<file path="src/rtl/bba_ram.sv">
module bba_ram #(
    parameter int Width = 4,
    parameter int Depth = 16
) (
    input  logic                     i_clk,
    input  logic                     i_we,
    input  logic [$clog2(Depth)-1:0] i_addr,
    input  logic [Width-1:0]         i_wdata,
    output logic [Width-1:0]         o_rdata
);

    logic [Width-1:0] r_mem [Depth];
    logic [Width-1:0] r_rdata;

    always_ff @(posedge i_clk) begin
        if (i_we) begin
            r_mem[i_addr] <= i_wdata;
        end
        r_rdata <= r_mem[i_addr];
    end

    assign o_rdata = r_rdata;

endmodule

</file>
<file path="config.mk">
export PLATFORM = sky130hd
export DESIGN_NAME = bba_ram
export DESIGN_NICKNAME = d
export VERILOG_FILES = /design/src/rtl/bba_ram.sv
export SDC_FILE = /design/constraint.sdc
export NUM_CORES = 1
export LEC_CHECK = 0
export ABC_AREA = 1
export BUFFER_PORTS_ARGS = -buffer_cell sky130_fd_sc_hd__buf_2
export CORE_MARGIN = 5
export CORE_UTILIZATION = 55
export DETAILED_ROUTE_END_ITERATION = 10
export PLACE_DENSITY = 0.73
export SLEW_MARGIN = 10
export SYNTH_ARGS = -nofsm -noshare
export SYNTH_HDL_FRONTEND = slang
export SYNTH_SLANG_ARGS = --single-unit
</file>
<file path="constraint.sdc">
create_clock -name i_clk -period 2.6 [get_ports i_clk]
set_input_delay 0 -clock i_clk [delete_from_list [all_inputs] [get_ports i_clk]]
set_output_delay 0 -clock i_clk [all_outputs]
set_load 0.02 [all_outputs]
</file>
### Yosys cells after proc, flatten, opt, wreduce, memory -nomap -nowiden

Memory sizes are Yosys's and may differ from the RTL's. A register that Yosys moved wholly into a read port is not among the register bits.
Index checks and enable logic that the tools add are counted.

* memories kept: 1
* flip-flop bits (word level): 0
* bits in writable memories: 64
* bits of input ports: 10

* mux-type cells: 2

Memories
* r_mem: words 16, width 4, read ports 1, clocked after memory_dff 1, wr ports 1, line 12 `logic [Width-1:0] r_mem [Depth];`

Operators with widths (count)
* 2-to-1 mux 1 bit: 2

### Longest topological paths before layout

Gate-level depths: netlist of the first run.

* depth after elaboration: 2
* mapped depth: 11
* depth with buffers taken out: 9

### Least setup slack after synthesis of the first run

Ideal clock, no wire load.

* kind: input -> register
* start: input port i_addr[1]
* end: memory r_mem[5][0] (enable)
* setup time: 329 ps
* required time: 2271 ps
* data arrival time: 732 ps
* stages: 5
* setup slack: 1539 ps
* path through: buf_6 > inv_2 > buf_4 > nand3_1 > nor2_1

RTL lines
* from (decl): line 7 `input logic [$clog2(Depth)-1:0] i_addr,`
* to (decl): line 12

No word-level cell before the write port.

### Final worst setup path of the first run

* start: input port i_addr[0]
* end: memory r_mem[0][2] (enable)

No word-level cell before the write port.

==> results of run 1 <==
==> synthesized netlist by cell type, drive strengths merged <==
| master | n |
|---|---|
| inv | 15 |
| nor2 | 18 |
| nand2 | 174 |
| nand3 | 4 |
| buf | 10 |
| edfxtp | 64 |
| dfxtp | 4 |
==> sequential cells by signal (all words and copies together) (netlist names) <==
name     cells
r_mem       64
o_rdata      4
==> power groups by stage <==
stage / registers (mW) / logic (mW) / clock network, mW
floorplan: 1.26 / 0.106 / 0
global placement: 1.26 / 0.154 / 0
detailed placement: 1.26 / 0.156 / 0
CTS: 1.23 / 0.157 / 0.943
global route: 1.24 / 0.176 / 0.987
finish: 1.23 / 0.156 / 0.928
==> stage by stage <==
step,hold slack (ns),instance area [µm²],instances
final,0.0597,3230,378
after global routing,0.0628,3230,378
after CTS,0.0522,3230,378
after detailed placement,0.417,3010,362
after global placement,0.419,3010,362
after floorplan,0.0989,2970,289
==> metal layers <==
metal | wire length [µm] | share of wire [%] | track usage (%)
met5 | 0 | 0 | 0
met4 | 93 | 1.6 | 7.31
met3 | 401 | 6.7 | 5.94
met2 | 2680 | 45 | 25.0
met1 | 2790 | 47 | 26.4
==> placed cells by master, fill, tap and decap left out <==
cell type,n
clkbuf_1,1
clkbuf_8,9
clkinvlp_4,2
nand2_2,20
dfxtp_1,4
inv_2,1
nand3_1,4
buf_2,13
bufinv_16,2
inv_8,1
inv_1,13
clkinv_2,1
clkinv_4,1
edfxtp_1,64
nor2_1,18
nand2_1,154
==> worst paths after layout <==
kind	cells after the start	end	from
setup / recovery	4	r_mem[0][2]	i_addr[0]
hold / removal	1	r_mem[1][3]	i_wdata[3]
setup reg to reg	8	o_rdata[0]	r_mem[2][0]
hold reg to reg	8	o_rdata[1]	r_mem[4][1]
==> area by class of cell <==
cell class / count / share of cell area [%]
Clock buffer: 10 / 3.96
Clock inverter: 6 / 2.75
Inverter: 15 / 1.98
Multi-Input combinational cell: 196 / 24.5
Sequential cell: 68 / 62.1
Tap cell: 70 / 2.72
Timing Repair Buffer: 13 / 2.02
==> cell families (layout without fill, tap and decap cells) <==
kind of cell	count (synthesis)	count (layout)	share of synthesized area, %
AND/OR/NAND/NOR	196	196	26.7
buffers and inverters	25	44	5.82
flip-flops	68	68	67.5
==> critical path, stage by stage <==
cell     delay [ns]
buf_2          0.31
inv_8          0.30
nand3_1        0.23
nor2_1         0.33
==> reports/metrics.yaml, run 1 <==
numCtsBuffers: 9
grt_start_max_net_pins: 36
final_critical_path_setup_slack_ns: 1.44
remaining_drc_errors: 0
insertedDiodeCount: 0
data_arrival_time_of_the_worst_path_ns: 1.18
setup_skew_ns: 0.00519
avgRoutedWirePerCell_um: 15.8
postSynthAreaPerCell_um2: 10.3
dieWidth_um: 83.4
worst-setup-path-type: "in2reg"
r2r_setup_slack_ns: 1.60
pwr_density_cell_nw_per_um2: 719
synth_top_cell_area_share_pct: 64.8
clkSlewWorstSetupHoldPaths_ns: 0.07
pre_cts_ws_ns: 1.06
std_cell_rows: 26
p_int_mw: 1.81
crit_path_start_kind: "input pin"
holdBufCountCts: 0
clock_insertion_delay_worst_skew_ns: 0.34
die_area_um2: 6960
setup-violations-final: 0
worstMarginPinSlew_ns: 0.644
cts-resized-gates: 0
placeableCoreArea_um2: 5170
timing_max_transition_violations_final: 0
route.detailed.vias_per_inst: 5.15
crit_required_ns: 2.61
timing.max_cap.violations: 0
num-nets-final: 313
htree_num_levels: 3
firstDrtPassIters: 4
tns_ns: 0
start_util_pct: 57.3
power.share.switching_pct: 22.1
post_synthesis_sequential_element_count: 68
syn_inst: 289
detail_route.iter0.violations: 275
fin_crit_ns: 1.16
clkSinkCount: 68
antenna_violation_net_count_after_detailed_routing: 0
synth_cell_type_count: 13
max_slew_margin_pct: 57.0
synth.largest_area_cell: "edfxtp_1"
fin_total_pwr_mw: 2.32
area_growth_syn_to_layout_pct: 8.78
port_buffers: 13
grt_antenna_before_repair: 0
power.share.combinational_pct: 6.7
postSynthNetCount: 299
share_of_post_route_cells_with_drive_strength_above_1_pct: 16.2
outcome: "finished clean"
gpl.final_weighted_congestion: 0.930
hold_viol_final: 0
tritoncts: "yes"
rsz0062_at_grt: "no"
multiInputGateArea_um2: 791
synth.cell_area_um2: 2970
die_height_um: 83.4
clk_path_buf_depth: 2
synth-seq-area-share_pct: 67.5
route.vias.total: 1948
final.fill_count: 419
combined_flip_flop_and_latch_cell_area_um2: 2000
finalCritPeriodShare_pct: 44.8
synth.yosys.warnings: 0
path_max_fanout: 35
irDropWorstVdd_v: 0.000429
wl_um: 5970
globalRoute.totalOverflow: 0
root_buffer: "clkbuf_8"
share_seq_of_total_power_pct: 53.2
switchingPower_uw: 513
io-pin-count: 14
first_global_vias: 1870
cts_post_setup_buffers_inserted: 0
share_of_power_burned_in_the_clock_network_pct: 40.0
top_cells_by_area_in_the_synthesized_netlist: "edfxtp_1, nand2_1, nand2_2"
global_route.usage.total_pct: 18.1
static-leakage-power_nw: 1.37
type_of_the_worst_min_delay_path: "in2reg"
utilization_pct: 62.4
end_kind: "flop"
wire_length_of_the_first_global_routing_pass_um: 9430
fmaxAchievable_mhz: 859
dp.final_hpwl_um: 4050
(Power assumes the default switching activity.)
==> run 2: changes to the inputs <==
--- a/config.mk
+++ b/config.mk
@@ -5,10 +5,10 @@
 export SDC_FILE = /design/constraint.sdc
 export NUM_CORES = 1
 export LEC_CHECK = 0
-export ABC_AREA = 1
+export ABC_AREA = 0
 export BUFFER_PORTS_ARGS = -buffer_cell sky130_fd_sc_hd__buf_2
 export CORE_MARGIN = 5
-export CORE_UTILIZATION = 55
+export CORE_UTILIZATION = 53
 export DETAILED_ROUTE_END_ITERATION = 10
 export PLACE_DENSITY = 0.73
 export SLEW_MARGIN = 10
==> constraint.sdc (replaced) <==
create_clock -name i_clk -period 1.02 [get_ports i_clk]
set_input_delay 0 -clock i_clk [delete_from_list [all_inputs] [get_ports i_clk]]
set_output_delay 0 -clock i_clk [all_outputs]
set_load 0.02 [all_outputs]
==> reports/metrics.yaml, run 2 <==
fmaxAchievable_mhz: 801
antenna_violation_net_count_after_detailed_routing: 0
num-nets-final: 180
synth_ff_type: "edfxtp_1"
worst_setup_path_startpoint: "r_mem[1][1]"
placeableCoreArea_um2: 4790
static-leakage-power_nw: 1.10
final_common_cell: "edfxtp_1"
synth_enable_flop_cells: 64
synth.largest_area_cell: "edfxtp_1"
synthMostInstantiatedCell: "edfxtp_1"
dpl.cell_count: 226
crit_path_start_kind: "flop"
std_cell_rows: 25
clock_insertion_delay_worst_skew_ns: 0.34
global_route.usage.total_pct: 17.2
synth.yosys.warnings: 0
layout.cells.non_filler: 242
critical_path.endpoint: "o_rdata[1]"
layout.cell_area.non_filler_um2: 3210
start_util_pct: 55.6
final.fill_count: 325
timing.critical_path.slowest_stage_cell: "mux4_2"
remaining_drc_errors: 0
syn_inst: 133
grt_antenna_before_repair: 0
mostFrequentLayoutCells: "edfxtp_1, buf_4, mux4_2, buf_2, clkbuf_8"
wire_length_of_the_first_global_routing_pass_um: 7710
numCtsBuffers: 9
share_of_post_route_cells_with_drive_strength_above_1_pct: 43.4
worst_r2r_endpoint: "o_rdata[1]"
synth.cell_area_um2: 2660
route.detailed.vias_per_inst: 5.54
detail_route.iter0.violations: 82
utilization_pct: 67.1
post_synthesis_sequential_element_count: 68
fin_crit_ns: 1.25
die_area_um2: 6530
timing.critical_path.cells: "mux4_2, a22oi_2, nand3_1"
synth_cell_type_count: 19
tritoncts: "yes"
max_slew_margin_pct: 71.7
synth-seq-area-share_pct: 75.3
worst-r2r-cell-count: 3
gpl.final_weighted_congestion: 0.755
irDropWorstVdd_v: 0.00160
timing.max_cap.violations: 0
type_of_the_worst_min_delay_path: "in2reg"
number_of_flip_flops_under_the_largest_register_name: 64
first_global_vias: 1437
clkSlewWorstSetupHoldPaths_ns: 0.07
timing_max_transition_violations_final: 0
critical_path.max_stage_delay_ns: 0.47
avgRoutedWirePerCell_um: 19.4
hold_viol_final: 0
placement.cell_area_um2: 2940
insertedDiodeCount: 0
area_growth_syn_to_layout_pct: 20.8
htree_num_levels: 3
data_arrival_time_of_the_worst_path_ns: 1.48
cp_top_family: "multiplexers"
postSynthAreaPerCell_um2: 20.0
pwr_density_cell_nw_per_um2: 1930
worst_r2r_startpoint: "r_mem[1][1]"
synth_top_cells_by_count: "edfxtp_1, nor2_1, mux4_2, nand3_1, mux4_1"
finalCritPeriodShare_pct: 122
critPathBufInv: 0
route.vias.total: 1341
port_buffers: 13
fin_total_pwr_mw: 6.21
r2r_setup_slack_ns: -0.23
root_buffer: "clkbuf_8"
firstDrtPassIters: 4
wl_um: 4700
clk_path_buf_depth: 2
io-pin-count: 14
path_max_fanout: 1
synthArstFlopShare_pct: 0
setup-violations-final: 4
largest_register: "r_mem"
die_height_um: 80.8
clkSinkCount: 68
synth_top_cell_area_share_pct: 72.3
postSynthNetCount: 143
critical_path_cell_count: 3
globalRoute.totalOverflow: 0
worstMarginPinSlew_ns: 0.424
top_cells_by_area_in_the_synthesized_netlist: "edfxtp_1, mux4_2, mux4_1"
setup_skew_ns: 0.00716
dp.final_hpwl_um: 3140
end_kind: "flop"
dieWidth_um: 80.8
worst-setup-path-type: "reg2reg"
failed_checks: "setup timing"
rsz0062_at_grt: "yes"
cts_post_setup_buffers_inserted: 0
crit_required_ns: 1.25
final_critical_path_setup_slack_ns: -0.228
grt_start_max_net_pins: 20
outcome: "complete, but fails checks"
-- run 2: worst min-delay path by stage --
stage	start	end	slack (ns)	depth (start not counted)
after floorplan	i_wdata[0]	r_mem[0][0]	0.1	0
after global routing	i_wdata[3]	r_mem[12][3]	0.05	1
after detailed placement	i_wdata[3]	r_mem[12][3]	0.42	1
after global placement	i_wdata[3]	r_mem[12][3]	0.39	1
after CTS	i_wdata[3]	r_mem[3][3]	0.04	1
final	i_wdata[3]	r_mem[12][3]	0.05	1
-- run 2: cell type report --
type / count / area [µm²] / area share (%)
Sequential cell: 68 / 2000 / 62.3
Tap cell: 67 / 83.8 / 2.61
Multi-Input combinational cell: 58 / 658 / 20.5
Timing Repair Buffer: 33 / 218 / 6.78
Clock inverter: 4 / 95.1 / 2.96
Clock buffer: 12 / 155 / 4.83
-- run 2: power breakdown --
part / total (mW) / switching (mW) / internal (mW)
combinational: 0.381 / 0.219 / 0.163
clock: 2.69 / 0.939 / 1.75
sequential: 3.14 / 0.0155 / 3.12
-- run 2: logic make-up (layout without fill, tap and decap cells) --
family                 after synthesis  in the layout  share of synthesized area, %
AO/OA/AOI/OAI                        4              4                          1.32
buffers and inverters                7             49                          2.16
flip-flops                          68             68                          75.3
multiplexers                        16             16                          14.4
AND/OR/NAND/NOR                     38             38                          6.82
-- run 2: stage by stage --
step	hold slack [ns]	setup TNS, ns	setup WS (ns)
after detailed placement	0.416	-22.56	-0.504
after global placement	0.390	-20.47	-0.476
after global routing	0.0492	-1.10	-0.302
after CTS	0.0437	-0.859	-0.239
after floorplan	0.0989	-2.00	-0.129
final	0.0547	-0.840	-0.228
-- run 2: routing by layer --
layer	part of all wire [%]	global-route usage (%)	up-vias	wire [µm]
met3	6.9	5.43	9	322
met5	0	0	-	0
met2	49	25.5	47	2300
met1	42	22.0	672	1970
met4	2.3	10.6	0	108
li1	-	-	613	-
-- run 2: what timing repair did --
item,4_1_cts,5_1_grt
pin swaps,1,1
hold buffers,0,0
gates resized for setup,4,0
setup endpoints to repair,36,4
==> run 3: changes to the inputs <==
--- a/config.mk
+++ b/config.mk
@@ -6,9 +6,10 @@
 export NUM_CORES = 1
 export LEC_CHECK = 0
 export ABC_AREA = 0
+export ABC_CLOCK_PERIOD_IN_PS = 1600
 export BUFFER_PORTS_ARGS = -buffer_cell sky130_fd_sc_hd__buf_2
 export CORE_MARGIN = 5
-export CORE_UTILIZATION = 53
+export CORE_UTILIZATION = 55
 export DETAILED_ROUTE_END_ITERATION = 10
 export PLACE_DENSITY = 0.73
 export SLEW_MARGIN = 10
==> constraint.sdc (replaced) <==
create_clock -name i_clk -period 1.6 [get_ports i_clk]
set_input_delay 0 -clock i_clk [delete_from_list [all_inputs] [get_ports i_clk]]
set_output_delay 0 -clock i_clk [all_outputs]
set_load 0.02 [all_outputs]
==> reports/metrics.yaml, run 3 (same netlist as run 2, synthesis figures left out) <==
outcome: "finished clean"
combined_flip_flop_and_latch_cell_area_um2: 2000
finalCritPeriodShare_pct: 84.7
static-leakage-power_nw: 0.987
remaining_drc_errors: 0
share_of_post_route_cells_with_drive_strength_above_1_pct: 26.4
number_of_flip_flops_under_the_largest_register_name: 64
type_of_the_worst_min_delay_path: "in2reg"
numCtsBuffers: 9
clock_insertion_delay_worst_skew_ns: 0.33
clk_path_buf_depth: 2
timing_max_transition_violations_final: 0
worst-setup-path-type: "reg2reg"
insertedDiodeCount: 0
detailroute.wirelength.met2_um: 2070
port_buffers: 13
routed-wl-met3_um: 294
placeableCoreArea_um2: 4720
top_layer: "met4"
min_from: "i_addr[2]"
std_cell_rows: 25
timing.critical_path.slowest_stage_cell: "mux4_1"
dieWidth_um: 79.5
setup_skew_ns: 0.00821
route.detailed.vias_per_inst: 5.63
hold_viol_final: 0
crit_required_ns: 1.82
mostFrequentLayoutCells: "edfxtp_1, nor2_1, buf_2"
wl_met1_um: 1970
pre_cts_ws_ns: 0.0341
grt_antenna_before_repair: 0
globalRoute.totalOverflow: 0
worstMarginPinSlew_ns: 0.594
end_kind: "flop"
data_arrival_time_of_the_worst_path_ns: 1.58
wire_length_of_the_first_global_routing_pass_um: 7160
dp.final_hpwl_um: 2960
avgRoutedWirePerCell_um: 19.4
grt_start_max_net_pins: 24
critical_path.max_stage_delay_ns: 0.52
path_max_fanout: 1
layout.cell_area.non_filler_um2: 2990
holdBufCountCts: 0
global_route.usage.total_pct: 16.2
crit_path_start_kind: "flop"
final_common_cell: "edfxtp_1"
final.fill_count: 338
tritoncts: "yes"
die_area_um2: 6330
wl_um: 4390
htree_num_levels: 3
first_global_vias: 1351
irDropWorstVdd_v: 0.000677
placement.cell_area_um2: 2780
io-pin-count: 14
detail_route.iter0.violations: 112
route.vias.total: 1272
antenna_violation_net_count_after_detailed_routing: 0
final_critical_path_setup_slack_ns: 0.245
pwr_density_cell_nw_per_um2: 1210
root_buffer: "clkbuf_8"
gpl.final_weighted_congestion: 0.786
clkSlewWorstSetupHoldPaths_ns: 0.07
fmaxAchievable_mhz: 738
clkSinkCount: 68
cts_post_setup_buffers_inserted: 0
tns_ns: 0
cp_top_family: "multiplexers"
area_growth_syn_to_layout_pct: 12.3
rsz0062_at_grt: "no"
max_slew_margin_pct: 60.1
cts-resized-gates: 0
fin_crit_ns: 1.35
start_util_pct: 56.3
largest_register: "r_mem"
firstDrtPassIters: 4
critPathBufInv: 0
worst_setup_path_startpoint: "r_mem[1][0]"
worst_r2r_startpoint: "r_mem[1][0]"
timing.critical_path.cells: "mux4_1, a22oi_1, nand3_1"
timing.max_cap.violations: 0
die_height_um: 79.5
num-nets-final: 164
setup-violations-final: 0
multiInputGateArea_um2: 599
==> run 3: cell types whose count changed in the layout (fill, tap and decap cells not counted), moves of 2 or more <==
cell	delta
a22oi_1	+3
a22oi_2	-3
buf_4	-17
bufinv_16	-2
clkbuf_1	+2
mux4_1	+2
mux4_2	-2
nor2_1	+6
nor2_2	-6
nor3_1	+4
nor3_2	-3
==> run 3: where the power goes <==
group / leakage [nW] / switching, mW / internal (mW)
clock network: 0.104 / 0.565 / 0.850
registers: 0.612 / 0.0105 / 1.99
logic: 0.271 / 0.121 / 0.0785
total: 0.987 / 0.696 / 2.92
==> run 3: path summary, 6_finish.rpt <==
path / endpoint / slack (ns) / depth (start not counted)
hold / removal: o_rdata[2] / 0.04 / 3
setup reg to reg: o_rdata[0] / 0.25 / 3
hold reg to reg: o_rdata[3] / 0.66 / 3
setup / recovery: o_rdata[0] / 0.25 / 3
==> run 3: worst min-delay path, cell delays in order <==
cell	delay [ns]
buf_2	0.16
nand3_1	0.09
nand3_1	0.07
==> run 3: metal layers <==
metal | vias up | global-route usage [%]
met1 | 645 | 21.6
met4 | 0 | 6.19
met2 | 39 | 23.7
met5 | - | 0
li1 | 582 | -
met3 | 6 | 6.88
==> run 3: cell type report <==
class	instances	area share (%)
Sequential cell	68	67.0
Multi-Input combinational cell	58	20.1
Clock buffer	15	5.91
Timing Repair Buffer	17	3.18
Tap cell	67	2.81
Clock inverter	1	1.01
==> run 3: metrics by stage <==
step           utilization (%)  hold WS, ns  cells  total power [mW]
6_report                  63.2       0.0365    226              3.62
5_1_grt                   63.2       0.0411    226              3.75
4_1_cts                   63.2       0.0198    226              3.65
3_5_place_dp              58.9        0.378    210              2.24
3_3_place_gp              58.9        0.381    210              2.23
2_1_floorplan                -       0.0989    133              2.17
